$ cat config.mk
export PLATFORM = sky130hd
export DESIGN_NAME = cau_front
export DESIGN_NICKNAME = d
export VERILOG_FILES = /design/src/cau_pkg.sv /design/src/cau_front.sv
export SDC_FILE = /design/constraint.sdc
export NUM_CORES = 1
export LEC_CHECK = 0
export BUFFER_PORTS_ARGS = -buffer_cell sky130_fd_sc_hd__buf_4
export CORE_AREA = 2 2 103 105
export DETAILED_ROUTE_END_ITERATION = 8
export DIE_AREA = 0 0 105 107
export PLACE_DENSITY = 0.64
export SYNTH_ARGS = -nofsm -noshare
export SYNTH_HDL_FRONTEND = slang
export SYNTH_SLANG_ARGS = --single-unit
$ cat constraint.sdc
create_clock -name vclk -period 1.7
set_clock_uncertainty 0.2 [all_clocks]
set_input_delay 0.255 -clock vclk [all_inputs]
set_output_delay 0.255 -clock vclk [all_outputs]
set_load 0.02 [all_outputs]
$ cat src/cau_pkg.sv
package cau_pkg;

   // word format
   localparam int WordBits = 32;
   localparam int FracBits = 16;

   // internal widths
   localparam int ProdBits = 2 * WordBits;
   localparam int MagBits  = WordBits + 1;
   localparam int SqBits   = 2 * WordBits + 1;
   localparam int RemBits  = 3 * WordBits + FracBits;

   // front queue
   localparam int QueueDepth = 2;
   localparam int PtrBits    = 1;
   localparam int CountBits  = 2;

   // operation codes
   localparam logic [2:0] OpAdd  = 3'd0;
   localparam logic [2:0] OpSub  = 3'd1;
   localparam logic [2:0] OpMul  = 3'd2;
   localparam logic [2:0] OpDiv  = 3'd3;
   localparam logic [2:0] OpConj = 3'd4;
   localparam logic [2:0] OpMod  = 3'd5;
   localparam logic [2:0] OpCmp  = 3'd6;

   // status codes
   localparam logic [1:0] StatOk      = 2'd0;
   localparam logic [1:0] StatDivZero = 2'd1;
   localparam logic [1:0] StatSat     = 2'd2;

   typedef struct packed {
      logic [2:0]                 action;
      logic signed [WordBits-1:0] a_re;
      logic signed [WordBits-1:0] a_im;
      logic signed [WordBits-1:0] b_re;
      logic signed [WordBits-1:0] b_im;
   } cau_req_type;

   typedef struct packed {
      logic signed [WordBits-1:0] res_re;
      logic signed [WordBits-1:0] res_im;
      logic                       equal_flag;
      logic [1:0]                 status;
   } cau_rsp_type;

   // classified transaction between front and back
   typedef struct packed {
      cau_req_type req;
      logic        b_zero;
      logic        equal;
   } cau_item_type;

endpackage

$ cat src/cau_front.sv
module cau_front (
   input  logic                 req_valid,
   output logic                 req_stall,
   input  cau_pkg::cau_req_type req,
   input  logic                 queue_full,
   output logic                 push,
   output cau_pkg::cau_item_type item
);
   import cau_pkg::*;

   // accept while the queue has room
   assign req_stall = queue_full;
   assign push      = req_valid && !queue_full;

   // classify: zero divisor and equality
   always_comb begin
      item.req    = req;
      item.b_zero = (req.b_re == '0) && (req.b_im == '0);
      item.equal  = (req.action == OpCmp) && (req.a_re == req.b_re) &&
                    (req.a_im == req.b_im);
   end

endmodule

======== Word-level counts from Yosys, hierarchy flattened ========
Cells that the tools add are included.
storage, ports and cells
  register bits after elaboration ......... 0
  input bits .............................. 133
  output and inout bits ................... 135
  word-level logic and storage cells ...... 10
operators by class
  eq/ne operators ......................... 3
  reductions and logical operators ........ 7
operators by type and width
  kind                  number
  $eq A32 B32 Y1        2
  $logic_not A32 Y1     2
  $logic_and A1 B1 Y1   4
  $eq A3 B3 Y1 const B  1
  $logic_not A1 Y1      1

======== Depth between registers and ports, before layout ========
  depth after elaboration ................. 3
  gate-level depth with buffers ........... 5
  mapped depth without buffers ............ 5

======== Worst setup path after synthesis ========
No wires, ideal clock.
  path type ............................... input port to output port
  from .................................... input req[39] in the netlist's numbering
  to ...................................... output item[0] in the netlist's numbering
  data arrival time ....................... 1.383 ns
  required time ........................... 1.245 ns
  setup slack ............................. -0.138 ns
  stages .................................. 5
  path buffers ............................ 0
  path through ............................ xnor2_1 nand4_1 nor4_1 nand3_1 nor4_2
RTL lines
  what                RTL line        text
  start: declaration  cau_front.sv:4  input cau_pkg::cau_req_type req,
  end: declaration    cau_front.sv:7  output cau_pkg::cau_item_type item

==> results.py <==
metrics = {
    "sta": {
        "setup_ws_ns": -0.407,
        "holdWs_ns": 0.520,
        "setup_violations": 2,
        "slew_viol_final": 0,
        "rsz0062_at_grt": "yes",
        "period_share_pct": 124,
        "worst_pin_slew_ns": 0.397,
        "hold_viol": 0,
        "layout_min_cycle_time_ns": 2.11,
        "relSlewSlack_pct": 73.3,
        "max_clock_freq_mhz": 475,
    },
    "yosys": {
        "avgSynthCellArea_um2": 7.63,
        "syn_area_um2": 1840,
        "syn-num-nets": 374,
        "yosys.cell_types.count": 10,
        "syn_inst": 241,
        "yosysSeqAreaShare_pct": 0,
        "ys_warn_count": 0,
    },
    "final_layout": {
        "clkbuf_count": 0,
        "layout-drive-gt1-share_pct": 82.1,
        "seq_area_um2": 0,
        "fin_cells": 611,
        "flops_and_latches": 0,
        "final_nets": 610,
        "antenna_cells": 0,
        "final_cell_mix": "buf_4 (359), xnor2_1 (46), nand4_1 (16), xor2_1 (14), nor4_4 (12)",
        "layout_commonest_cell": "buf_4",
        "area_growth_pct": 120,
    },
    "grt": {
        "grt_max_degree": 4,
        "grt_pass1_vias": 2349,
        "grtUsageTotal_pct": 14.9,
        "grt_pass1_wl_mm": 13.1,
        "overflow": 0,
        "antenna_found_initial": 0,
    },
    "critical_path": {
        "arrival_ns": 1.65,
        "crit_path_start_kind": "primary input",
        "setup.worst_path.class": "in -> out",
        "crit_fanout": 2,
        "critical_path_required_ns": 1.24,
        "end_kind": "primary output",
    },
    "cts": {
        "ctsHoldBuffers": 0,
        "post_cts_buffers": 0,
    },
    "routing": {
        "drc_errors": 0,
        "via_per_inst": 3.85,
        "ant_nets": 0,
        "wl_per_cell_um": 15.5,
        "drt_wl_total_mm": 9.47,
        "first_iter_violations": 71,
        "num_vias": 2355,
        "first_pass_iters": 4,
    },
    "floorplan": {
        "design.core.area_um2": 10100,
        "die_area_um2": 11200,
        "initial_core_util_pct": 18.2,
        "die_x_um": 105,
        "row_count": 37,
        "die_y_um": 107,
        "ios": 268,
    },
    "outcome": {
        "status": "finished, violations left",
        "violations": "negative setup slack",
    },
    "worst_hold_path": {
        "worstHoldPathType": "in -> out",
    },
    "placement": {
        "dp_hpwl_mm": 8.73,
        "gp_congestion": 0.793,
        "post-place-cells": 611,
        "dp_slack_ns": -0.772,
        "port_buffers": 268,
    },
    "job": {
        "max_cap_viol_count": 0,
    },
    "pwr": {
        "p_leak_nw": 2.02,
        "peakVddDrop_mv": 0.111,
        "total_power_w": 0.00123,
        "pwr_density_cell_nw_per_um2": 304,
    },
}
==> report_power, final <==
group	leakage (nW)	internal (W)	total (W)	switching (W)
registers	0	0	0	0
clock network	0	0	0	0
logic	2.02	0.000656	0.00123	0.000572
==> cell usage after synthesis, drive strengths merged <==
cell	number	area share, %
nor4	24	8.5
nand3	2	0.54
xnor2	48	23
nand4	16	5.4
xor2	16	7.6
nor2b	1	0.34
nor3	1	0.27
nand4b	1	0.48
buf	132	54
==> final cells by class <==
class | count | area (um^2)
timing repair buffer | 366 | 2770
fill | 1027 | 6050
tap | 136 | 170
multi-input combinational | 109 | 1100
==> cell families after synthesis <==
logic type,count (synthesis),share of synthesized area [%]
buffers and inverters,132,53.9
and+or+nand+nor,45,15.6
xor gates and xnor gates,64,30.5
==> worst paths after layout <==
check	from	end	slack [ns]	cells after the start
max	req[24]	item[0]	-0.41	7
min	queue_full	req_stall	0.52	2
==> stage by stage <==
stage | cell area (um^2) | utilization [%] | setup TNS (ns)
6_report | 4040 | 40.1 | -0.678
5_1_grt | 4040 | 40.1 | -0.862
4_1_cts | 3900 | 38.7 | -0.883
3_5_place_dp | 3780 | 37.5 | -1.36
3_3_place_gp | 3780 | 37.5 | -1.23
2_1_floorplan | 1850 | - | -0.0659
==> worst max-delay path, stage by stage <==
cell	delay, ns
buf_4	0.12
xor2_1	0.16
nor4_2	0.33
buf_4	0.16
nand4_1	0.15
nor4_4	0.31
buf_4	0.18
==> repair_timing <==
action	CTS	global route
gates cloned	0	0
pin swaps	10	9
setup endpoints to repair	2	2
hold endpoints to repair	0	0
gates resized for setup	20	20
==> layer usage <==
layer / track usage, % / part of all wire, % / up-vias
met4: 0 / 0.22 / 0
met3: 1.70 / 6.4 / 2
met1: 17.6 / 38 / 1063
met5: 0 / 0 / -
met2: 30.2 / 55 / 139
li1: - / - / 1151
(Power assumes the default switching activity.)
