File: src/cau_pkg.sv
package cau_pkg;

   // word format
   localparam int WordBits = 32;
   localparam int FracBits = 16;

   // internal widths
   localparam int ProdBits = 2 * WordBits;
   localparam int MagBits  = WordBits + 1;
   localparam int SqBits   = 2 * WordBits + 1;
   localparam int RemBits  = 3 * WordBits + FracBits;

   // front queue
   localparam int QueueDepth = 2;
   localparam int PtrBits    = 1;
   localparam int CountBits  = 2;

   // operation codes
   localparam logic [2:0] OpAdd  = 3'd0;
   localparam logic [2:0] OpSub  = 3'd1;
   localparam logic [2:0] OpMul  = 3'd2;
   localparam logic [2:0] OpDiv  = 3'd3;
   localparam logic [2:0] OpConj = 3'd4;
   localparam logic [2:0] OpMod  = 3'd5;
   localparam logic [2:0] OpCmp  = 3'd6;

   // status codes
   localparam logic [1:0] StatOk      = 2'd0;
   localparam logic [1:0] StatDivZero = 2'd1;
   localparam logic [1:0] StatSat     = 2'd2;

   typedef struct packed {
      logic [2:0]                 action;
      logic signed [WordBits-1:0] a_re;
      logic signed [WordBits-1:0] a_im;
      logic signed [WordBits-1:0] b_re;
      logic signed [WordBits-1:0] b_im;
   } cau_req_type;

   typedef struct packed {
      logic signed [WordBits-1:0] res_re;
      logic signed [WordBits-1:0] res_im;
      logic                       equal_flag;
      logic [1:0]                 status;
   } cau_rsp_type;

   // classified transaction between front and back
   typedef struct packed {
      cau_req_type req;
      logic        b_zero;
      logic        equal;
   } cau_item_type;

endpackage

File: src/cau_queue.sv
module cau_queue (
   input  logic                  clock,
   input  logic                  reset,
   input  logic                  push,
   input  cau_pkg::cau_item_type push_item,
   output logic                  full,
   input  logic                  pop,
   output logic                  head_valid,
   output cau_pkg::cau_item_type head_item
);
   import cau_pkg::*;

   cau_item_type         entry_ff [QueueDepth];
   logic [PtrBits-1:0]   wr_ptr_ff, wr_ptr_in;
   logic [PtrBits-1:0]   rd_ptr_ff, rd_ptr_in;
   logic [CountBits-1:0] count_ff, count_in;

   assign full       = (count_ff == CountBits'(QueueDepth));
   assign head_valid = (count_ff != '0);
   assign head_item  = entry_ff[rd_ptr_ff];

   // pointer and fill count update
   always_comb begin
      wr_ptr_in = push ? wr_ptr_ff + PtrBits'(1) : wr_ptr_ff;
      rd_ptr_in = pop ? rd_ptr_ff + PtrBits'(1) : rd_ptr_ff;
      count_in  = count_ff;
      if (push && !pop) begin
         count_in = count_ff + CountBits'(1);
      end else if (pop && !push) begin
         count_in = count_ff - CountBits'(1);
      end
   end

   always_ff @(posedge clock) begin
      if (reset) begin
         wr_ptr_ff <= '0;
         rd_ptr_ff <= '0;
         count_ff  <= '0;
      end else begin
         wr_ptr_ff <= wr_ptr_in;
         rd_ptr_ff <= rd_ptr_in;
         count_ff  <= count_in;
      end
   end

   // storage
   always_ff @(posedge clock) begin
      if (push) begin
         entry_ff[wr_ptr_ff] <= push_item;
      end
   end

endmodule

File: config.mk
export PLATFORM = sky130hd
export DESIGN_NAME = cau_queue
export DESIGN_NICKNAME = d
export VERILOG_FILES = /design/src/cau_pkg.sv /design/src/cau_queue.sv
export SDC_FILE = /design/constraint.sdc
export NUM_CORES = 1
export LEC_CHECK = 0
export BUFFER_PORTS_ARGS = -buffer_cell sky130_fd_sc_hd__buf_4
export CORE_ASPECT_RATIO = 2
export CORE_UTILIZATION = 45
export CTS_CLUSTER_DIAMETER = 100
export DETAILED_ROUTE_END_ITERATION = 12
export MAX_ROUTING_LAYER = met4
export PLACE_DENSITY_LB_ADDON = 0.3
export SLEW_MARGIN = 25
export SYNTH_ARGS = -nofsm -noshare
export SYNTH_HDL_FRONTEND = slang
export SYNTH_SLANG_ARGS = --single-unit
export TNS_END_PERCENT = 20
File: constraint.sdc
create_clock -name clock -period 10.6 [get_ports clock]
set_clock_uncertainty 0.05 [all_clocks]
set_input_delay 2.12 -clock clock [delete_from_list [all_inputs] [get_ports clock]]
set_output_delay 2.12 -clock clock [all_outputs]
set_load 0.02 [all_outputs]
Yosys cells after proc, flatten, opt, wreduce, memory -nomap -nowiden
Memory sizes are Yosys's and may differ from the RTL's. A register that Yosys moved wholly into a read port is not among the register bits.
Cells that the tools add are included.
{"block": "op_classes", "add_sub_neg": 4, "eq_ne": 1, "mux": 6, "reduce_logical": 6}
{"operator": "2-to-1 mux 1 bit", "count": 4}
{"operator": "2-to-1 mux 2 bit", "count": 2}
{"operator": "nonzero test 2 bit", "count": 2}
{"operator": "adder 1 bit (second input constant)", "count": 2}
{"operator": "adder 2 x 1 -> 2 bit (second input constant)", "count": 1}
{"operator": "equality test 2 bit (second input constant)", "count": 1}
{"operator": "logical AND 1 bit", "count": 2}
{"operator": "zero test 1 bit", "count": 2}
{"operator": "subtractor 2 x 1 -> 2 bit (second input constant)", "count": 1}
{"block": "word_totals", "register_bits": 4, "ramBits": 266, "in_bits": 137, "output_inout_bits": 135, "wordCells": 21, "memories": 1}
{"memory": "entry_ff", "depth": 2, "word_bits": 133, "read_ports": 1, "rd_ports_with_merged_regs": 1, "wr": 1, "line_no": "cau_queue.sv:13", "text": "cau_item_type entry_ff [QueueDepth];"}

Logic depth before layout (Yosys ltp)
Gate-level depths: netlist of run 1.
{"block": "logic_depth", "depth_word": 4, "ltp_mapped": 5}

Worst setup path before layout of run 1
Ideal clock, no wire load.
{"block": "synth_path", "path_type": "in2reg", "start": "input port push", "end": "memory entry_ff[0][0] in the netlist's numbering, enable pin", "arrival_time_ns": 7.882, "slack_ns": 2.025, "stages": 1, "path_buffers": 0, "path_cell_list": "nor2b_1"}
{"block": "synth_between", "elab_chain_len": 2}
{"element": "start: declaration", "line_no": "cau_queue.sv:4", "text": "input logic push,"}
{"element": "2-to-1 mux 1 bit", "line_no": "cau_queue.sv:48", "text": "if (push) begin"}
{"element": "2-to-1 mux 1 bit (implied by the code)", "line_no": "cau_queue.sv:49", "text": "entry_ff[wr_ptr_ff] <= push_item;"}
{"element": "end: declaration", "line_no": "cau_queue.sv:13"}
Every way passes these cells.

==> out/metrics.cfg, run 1 <==
[finish]
drive_gt1_share_pct=60.1
nNetsFinal=862
area_growth_pct=31.2
diodes=0
final_cells=1016
design_area_um2=13200

[routing]
num_vias=4979
routed_wl_um=20000
viasPerCell=4.90
wire_per_inst_um=19.7
drc=0
postRouteAntennaNets=0
first_iter_violations=157
dr.pass1.iters=4

[synthesis]
ys_warn_count=0
synth_async_sr_flop_share_pct=0
netlist_top_cells_area=edfxtp_1 79%, mux2_4 10%, mux2_2 7.0%
synth_top_area_share_pct=79.2
ys_top_cells_by_count=266 x edfxtp_1, 70 x mux2_4, 63 x mux2_2, 9 x buf_6, 6 x buf_2
ys_ff_latch=271
synthFlopType=edfxtp_1
yosys.area.top_type=edfxtp_1
syn_inst=436
yosysMostFrequentCell=edfxtp_1
synth_cell_type_count=17
synth-seq-area-share_pct=80.2
syn-cell-area_um2=10100
synth_area_per_cell_um2=23.1
synth_edf_count=266
syn_nets=574

[timing]
worst_slew_pin_slew_ps=1030
post-route-min-period_ps=5000
tns_ps=0
maxSlewViolCount=0
fin_ws_ps=5600
setup_viol=0
fmax_mhz=200
slew_headroom_pct=31.3
timing.final.crit_share_pct=47.2
rsz0062_at_grt=no
hold_viol=0

[floorplan]
num_rows=77
die-height_um=214
pin_count=272
die_w_um=108
initial_core_util_pct=45.7
coreArea_um2=22100
dieArea_um2=23100

[pwr]
internal_power_w=0.00196
leakage_nw=5.09
finalPower_w=0.00253
power.share.sequential_pct=50.5
clockPowerShare_pct=35.2
power_density_nw_per_um2=191
vdd_drop_max_mv=0.153
comb_power_share_pct=14.3
p_sw_share_pct=22.3
power.switching_w=0.000564

[clock_tree]
post_cts_buffers=0
clock_sinks=271
worstSkewPairLatency_ps=510
cts_hold_buf=0
tritoncts=built
post_cts_resized=0
clock_path_buffers=3
path_clk_slew_ps=60
root_buffer=clkbuf_16
cts_buffers=24
cts_max_level=1

[placed_design]
gp_congestion=0.793
hpwl_um=13900
io_buffers=271
dp_worst_setup_slack_ps=5670
placed_area_um2=12400
dpl.cell_count=973

[grt]
grt_usage_pct=17.2
overflow=0
grt_pass1_wl_um=28000
antenna_found_initial=0
grt_pass1_vias=5481
grt_max_degree=77

[hold_path]
hold_class=flip-flop to flip-flop

[worst_setup_path]
critPathRequiredTime_ps=8430
cp.arrival_ps=2830
cp-start-kind=flip-flop
endpoint_kind=output port
rrSetupSlack_ps=7630
worstPathMaxFanout=62
path_class=flip-flop to output port

[status]
status=finished, final reports clean

[run]
drv_cap=0

==> sequential cells by signal, indices dropped and copies added (netlist names), named ones only <==
register,cells
count_ff,2
entry_ff,266
rd_ptr_ff,1
wr_ptr_ff,1
==> critical path: stages (launching register included) <==
cell and delay (ps):
dfxtp_4 770, buf_4 850, mux2_2 420, buf_4 160
==> cell usage in the layout (no fill, tap or decap), drive strengths merged <==
cell	netlist	layout
clkinv	0	6
buf	15	277
or3	1	1
nor2	4	4
a21oi	1	1
or2	1	1
nor2b	2	2
o21ai	1	1
inv	1	1
bufinv	0	4
xnor2	2	2
xor2	2	2
edfxtp	266	266
mux2	133	133
dfxtp	5	5
clkbuf	0	32
ha	1	1
and2	1	1
==> cell families after synthesis <==
kind of cell               share of synthesized area (%)
muxes                                               17.5
and+or+nand+nor                                    0.459
buffers and inverters                               1.34
DFF                                                 80.2
AOI/OAI and AO/OA                                 0.0991
xor gates and xnor gates                           0.347
adders and majority gates                          0.124
==> power groups by stage <==
stage | clock [W] | combinational [W] | sequential (W)
global route | 0.000945 | 0.000382 | 0.00128
global placement | 0 | 0.000352 | 0.00130
detailed placement | 0 | 0.000364 | 0.00130
finish | 0.000889 | 0.000362 | 0.00128
CTS | 0.000913 | 0.000365 | 0.00128
floorplan | 0 | 0.000216 | 0.00130
==> final timing paths <==
path	start	cells past startpoint	endpoint
max	flip-flop	3	head_item[112]
min	rd_ptr_ff	2	rd_ptr_ff
max reg2reg	wr_ptr_ff	3	entry_ff[0][45]
min reg2reg	rd_ptr_ff	2	rd_ptr_ff
==> through the flow <==
stage | utilization [%] | hold WS, ps
global placement | 56.1 | 424
floorplan | - | 406
finish | 60.0 | 496
detailed placement | 56.2 | 483
global route | 60.0 | 545
CTS | 59.8 | 494
==> routing by layer <==
metal	routed length, um	track usage [%]	up-vias
met5	0	-	-
met4	1090	10.1	0
met3	1090	2.98	55
met2	11600	33.2	198
met1	6190	15.0	2429
li1	-	-	2297
==> area by class of cell <==
class                           instances  area (um^2)
Clock buffer                           32          652
Clock inverter                         10          153
Fill cell                            1642         8830
Inverter                                1         3.75
Multi-Input combinational cell        149         1870
Sequential cell                       271         8090
Tap cell                              276          345
Timing Repair Buffer                  277         2110
Note: power is estimated with default switching activity, not from simulation.
==> run 2: changes to the inputs <==
ABC_AREA = 1   (was default)
clock period = 4.4 ns   (was 10.6 ns; I/O delays follow)
==> out/metrics.cfg, run 2 <==
[synthesis]
yosysMostFrequentCell=edfxtp_1
netlist_top_cells_area=edfxtp_1 79%, mux2_4 10%, mux2_2 7.0%
synth_async_sr_flop_share_pct=0  ; unchanged
ys_ff_latch=271  ; unchanged
syn_inst=447  ; +2.5%
syn_nets=585  ; +1.9%
synth_top_area_share_pct=79.0  ; -0.15 points
syn-cell-area_um2=10100  ; +0.19%
synth_area_per_cell_um2=22.6  ; -2.3%
synth_cell_type_count=16  ; -1
synthFlopType=edfxtp_1
ys_top_cells_by_count=266 x edfxtp_1, 70 x mux2_4, 63 x mux2_2, 9 x buf_6, 9 x inv_1
synth_edf_count=266  ; unchanged
ys_warn_count=0  ; unchanged
yosys.area.top_type=edfxtp_1
synth-seq-area-share_pct=80.0  ; -0.15 points

[worst_setup_path]
cp-start-kind=flip-flop
slowest_stage=dfxtp_4
rrSetupSlack_ps=2370  ; -5260 ps
cp.arrival_ps=2280  ; -550 ps
r2r-end=entry_ff[1][27]
regToRegStartpoint=wr_ptr_ff
path_buf_inv=2  ; unchanged
path_class=flip-flop to output port
ff2ff_path_depth=3  ; unchanged
critPathMaxStageDelay_ps=790  ; -60 ps
cp_cell_sequence=buf_12 -> mux2_2 -> buf_4
worstPathMaxFanout=43  ; -31%
endpoint_kind=output port
crit_family=flip-flops
critPathRequiredTime_ps=3470  ; -4960 ps

[pwr]
vdd_drop_max_mv=0.364  ; +140%
comb_power_share_pct=13.4  ; -0.9 points
clockPowerShare_pct=36.8  ; +1.6 points
power.switching_w=0.00138  ; +140%
leakage_nw=5.15  ; +1.2%
power.share.sequential_pct=49.7  ; -0.8 points
p_sw_share_pct=22.5  ; +0.14 points
internal_power_w=0.00474  ; +140%
power_density_nw_per_um2=460  ; +140%

[finish]
nFillCells=1635  ; -0.43%
top_regs=entry_ff (266), count_ff (2)
drive_gt1_share_pct=59.9  ; -0.24 points
multi_input_area_um2=1860  ; -0.73%
layout_commonest_cell=buf_4
area_growth_pct=31.7
top_register=entry_ff
regArea_um2=8090  ; unchanged
largest_reg_flops=266  ; unchanged
final_cell_mix=275 x buf_4, 266 x edfxtp_1, 70 x mux2_4
nNetsFinal=873  ; +1.3%

[hold_path]
worstHoldEndpoint=rd_ptr_ff
min-delay-start=rd_ptr_ff
hold_class=flip-flop to flip-flop
whs_path_depth=2  ; unchanged

[routing]
routed_wl_um=20800  ; +3.8%
met3_length_um=1260  ; +16%
postRouteAntennaNets=0  ; unchanged
drc=0  ; unchanged
first_iter_violations=185  ; +18%
wire_per_inst_um=20.1  ; +2.3%
viasPerCell=4.94  ; +0.86%
wl_met1_um=6370  ; +3.0%
num_vias=5096  ; +2.3%
wl_met2_um=11800  ; +1.4%
highest_layer=met4
dr.pass1.iters=4  ; unchanged

[timing]
fmax_mhz=312
maxSlewViolCount=0  ; unchanged
worst_slew_pin_slew_ps=1010  ; -22.8 ps
post-route-min-period_ps=3210
rsz0062_at_grt=no
slew_headroom_pct=32.9  ; +1.5 points
setup_viol=0  ; unchanged
hold_viol=0  ; unchanged
holdWs_ps=477  ; -19.6 ps
timing.final.crit_share_pct=72.9
tns_ps=0  ; unchanged

[grt]
overflow=0  ; unchanged
grt_usage_pct=18.6  ; +1.4 points
antenna_found_initial=2  ; +2
grt_pass1_vias=5630  ; +2.7%
grt_max_degree=100  ; +30%
grt_pass1_wl_um=30400  ; +8.4%

[clock_tree]
tritoncts=built
post_cts_buffers=0  ; unchanged
root_buffer=clkbuf_16
post_cts_resized=0  ; unchanged
clock_sinks=271  ; unchanged
clock_path_buffers=3  ; unchanged
cts_buffers=24  ; unchanged
cts_max_level=1  ; unchanged
path_clk_slew_ps=70  ; about the same
cts_hold_buf=0  ; unchanged
worstSkewPairLatency_ps=520  ; about the same

[placed_design]
gp_congestion=0.752  ; -5.3%
hpwl_um=14400  ; +3.8%
io_buffers=271  ; unchanged

[floorplan]
dieArea_um2=23100  ; +0.18%
num_rows=77  ; unchanged
initial_core_util_pct=45.8  ; +0.085 points
coreArea_um2=22100  ; unchanged
die_w_um=108  ; about the same
die-height_um=214  ; about the same
pin_count=272  ; unchanged

[status]
status=finished, final reports clean

[run]
drv_cap=0  ; unchanged

-- run 2: cell type report --
type | instances | share of cell area [%]
Antenna cell | 2 | 0.0376
Timing Repair Buffer | 277 | 15.8
Sequential cell | 271 | 60.8
Multi-Input combinational cell | 152 | 14.0
Clock buffer | 27 | 4.76
Inverter | 9 | 0.291
Tap cell | 276 | 2.60
Clock inverter | 17 | 1.71
-- run 2: kinds of logic (layout without fill, tap and decap cells) --
logic type / count (synthesis) / in the layout / synth area share, %
adders and majority gates: 1 / 1 / 0.124
and+or+nand+nor: 15 / 15 / 0.607
DFF: 271 / 271 / 80.0
AOI/OAI and AO/OA: 2 / 2 / 0.0990
buffers and inverters: 24 / 330 / 1.63
other: 0 / 2 / 0
xor gates and xnor gates: 1 / 1 / 0.0867
muxes: 133 / 133 / 17.4
-- run 2: routing by layer --
| metal | GRT usage [%] | vias up |
|---|---|---|
| li1 | - | 2335 |
| met1 | 15.9 | 2471 |
| met2 | 34.2 | 219 |
| met3 | 3.69 | 71 |
| met4 | 13.0 | 0 |
| met5 | - | - |
-- run 2: worst register-to-register path, stage by stage (launching register included) --
cell and delay [ps]:
dfxtp_1 390, nand2_1 140, inv_6 690, buf_4 430
-- run 2: worst max-delay path by stage --
stage | end | slack (ps) | cells past startpoint
3_5_place_dp | head_item[28] | 1690 | 3
4_1_cts | head_item[28] | 1120 | 3
5_1_grt | head_item[27] | 1080 | 3
3_3_place_gp | head_item[31] | 1730 | 3
6_report | head_item[112] | 1190 | 3
2_1_floorplan | entry_ff[1][0] | 340 | 2
-- run 2: power groups by stage --
| stage | clock network [W] | logic [W] | registers, W |
|---|---|---|---|
| floorplan | 0 | 0.000491 | 0.00308 |
| global placement | 0 | 0.000817 | 0.00309 |
| detailed placement | 0 | 0.000833 | 0.00310 |
| CTS | 0.00231 | 0.000835 | 0.00305 |
| global route | 0.00240 | 0.000868 | 0.00306 |
| finish | 0.00225 | 0.000823 | 0.00304 |
-- run 2: through the flow --
step	worst slack [ps]	util (%)	total power [W]	area (um^2)	cells
after CTS	1120	60.3	0.00619	13300	1029
after global routing	1080	60.3	0.00633	13300	1031
final	1190	60.3	0.00612	13300	1031
after detailed placement	1690	56.4	0.00394	12400	985
after floorplan	345	-	0.00357	10100	447
after global placement	1730	56.4	0.00391	12400	985
==> run 3: changes to the inputs <==
clock period = 2.7 ns   (was 4.4 ns; I/O delays follow)
==> out/metrics.cfg, run 3 (synthesis results as in run 2) <==
[floorplan]
die_w_um=108  ; unchanged
coreArea_um2=22100  ; unchanged
pin_count=272  ; unchanged
dieArea_um2=23100  ; unchanged
initial_core_util_pct=45.8  ; unchanged
num_rows=77  ; unchanged
die-height_um=214  ; unchanged

[clock_tree]
clock_sinks=271  ; unchanged
cts_buffers=23  ; -4.2%
clock_path_buffers=3  ; unchanged
cts_hold_buf=0  ; unchanged
tritoncts=built
path_clk_slew_ps=60  ; about the same
post_cts_resized=0  ; unchanged
worstSkewPairLatency_ps=500  ; -20 ps
root_buffer=clkbuf_16
post_cts_buffers=0  ; unchanged
cts_max_level=1  ; unchanged

[pwr]
vdd_drop_max_mv=0.527  ; +45%
power_density_nw_per_um2=705  ; +53%
leakage_nw=5.07  ; -1.6%

[grt]
grtUsageMet1_pct=16.0  ; +0.096 points
antenna_found_initial=0  ; -2
grt_max_degree=99  ; -1.0%
use_met3_pct=2.65  ; -1.0 points
grt_pass1_wl_um=29400  ; -3.2%
met2_usage_pct=33.8  ; -0.32 points
overflow=0  ; unchanged
busiest_layer=met2
grt_pass1_vias=5712  ; +1.5%
grt_usage_pct=17.7  ; -0.87 points

[routing]
num_vias=5057  ; -0.77%
dr.pass1.iters=4  ; unchanged
wire_per_inst_um=19.2  ; -4.6%
routed_wl_um=19600  ; -5.4%
viasPerCell=4.95  ; +0.11%
drc=0  ; unchanged
postRouteAntennaNets=0  ; unchanged
first_iter_violations=174  ; -5.9%

[worst_setup_path]
rrSetupSlack_ps=1120  ; -1250 ps
setup.worst_path.end=head_item[8]
critPathMaxStageDelay_ps=410  ; -380 ps
critPathRequiredTime_ps=2110  ; -1360 ps
r2r-end=entry_ff[1][32]
regToRegStartpoint=wr_ptr_ff
endpoint_kind=output port
ff2ff_path_depth=3  ; unchanged
worstPathMaxFanout=70  ; +63%
cp.arrival_ps=1900  ; -380 ps
slowest_stage=mux2_2
path_class=flip-flop to output port
cp_cell_sequence=buf_12 -> mux2_2 -> buf_4
cp-start-kind=flip-flop

[finish]
nNetsFinal=872  ; -0.11%
regArea_um2=8090  ; unchanged
top_register=entry_ff
layout_commonest_cell=buf_4
multi_input_area_um2=1880  ; +0.87%
final_cell_mix=272 x buf_4, 266 x edfxtp_1, 70 x mux2_4
area_growth_pct=30.4
nFillCells=1646  ; +0.67%
design_area_um2=13200  ; -0.99%
top_regs=entry_ff (266), count_ff (2)
drive_gt1_share_pct=59.7  ; -0.24 points
diodes=0  ; -2
final_cells=1022  ; -0.87%
largest_reg_flops=266  ; unchanged

[placed_design]
io_buffers=271  ; unchanged
dpl.cell_count=985  ; unchanged
hpwl_um=13700  ; -5.3%
placed_area_um2=12500  ; +0.52%
gp_congestion=0.741  ; -1.4%
dp_worst_setup_slack_ps=751  ; -936 ps

[hold_path]
whs_path_depth=2  ; unchanged
hold_class=primary input to flip-flop
min-delay-start=reset

[timing]
maxSlewViolCount=0  ; unchanged
tns_ps=0  ; unchanged
worst_slew_pin_slew_ps=573  ; -434 ps
setup_viol=0  ; unchanged
rsz0062_at_grt=no
slew_headroom_pct=61.8  ; +29 points
fmax_mhz=402
post-route-min-period_ps=2490
hold_viol=0  ; unchanged
timing.final.crit_share_pct=92.2
fin_ws_ps=210  ; -981 ps

[run]
drv_cap=0  ; unchanged

[status]
status=finished, final reports clean

[run 3: changes by cell type in the layout (fill, tap and decap cells not counted)]
| cell | previous run | this run |
|---|---|---|
| clkinv_2 | 2 | 4 |
| buf_4 | 275 | 272 |
| clkinv_4 | 4 | 2 |
| clkinvlp_4 | 0 | 1 |
| nand2_1 | 6 | 5 |
| inv_12 | 0 | 1 |
| inv_1 | 8 | 7 |
| inv_6 | 3 | 0 |
| clkbuf_16 | 25 | 23 |
| nand2_8 | 0 | 1 |
| clkbuf_1 | 2 | 3 |
| bufinv_16 | 5 | 1 |
| buf_12 | 2 | 5 |
| diode_2 | 2 | 0 |
[run 3: per-layer routing]
layer	share of wire [%]	up-vias
met3	5.1	52
met2	59	192
met4	4.8	0
met5	0	-
li1	-	2318
met1	31	2495
[run 3: layout make-up]
cell class / count / share of cell area (%)
Inverter: 9 / 0.380
Sequential cell: 271 / 61.4
Timing Repair Buffer: 277 / 16.3
Clock buffer: 26 / 4.45
Clock inverter: 11 / 0.627
Tap cell: 276 / 2.62
Multi-Input combinational cell: 152 / 14.2
[run 3: how the worst min path moves through the flow]
| stage | endpoint |
|---|---|
| floorplan | flip-flop |
| global placement | rd_ptr_ff |
| detailed placement | flip-flop |
| CTS | entry_ff[1][128] |
| global route | entry_ff[1][45] |
| finish | flip-flop |
[run 3: per-stage QoR]
step / hold slack (ps) / total power [W] / utilization [%]
finish: 168 / 0.00929 / 59.7
global route: 142 / 0.00963 / 59.7
CTS: 142 / 0.00941 / 59.7
detailed placement: 450 / 0.00642 / 56.7
global placement: 450 / 0.00637 / 56.7
floorplan: 430 / 0.00581 / -
[run 3: worst max-delay path, delay by kind of cell (launching register included)]
| family | cells | cell delay [ps] |
|---|---|---|
| muxes | 1 | 410 |
| buffers and inverters | 2 | 540 |
| DFF | 1 | 370 |
[run 3: power by group]
part / leakage (nW) / internal (W) / switching, W / total (W)
sequential: 2.54 / 0.00487 / 0.0000601 / 0.00493
clock: 0.331 / 0.00165 / 0.00134 / 0.00298
combinational: 2.20 / 0.000682 / 0.000695 / 0.00138
total: 5.07 / 0.00720 / 0.00209 / 0.00929
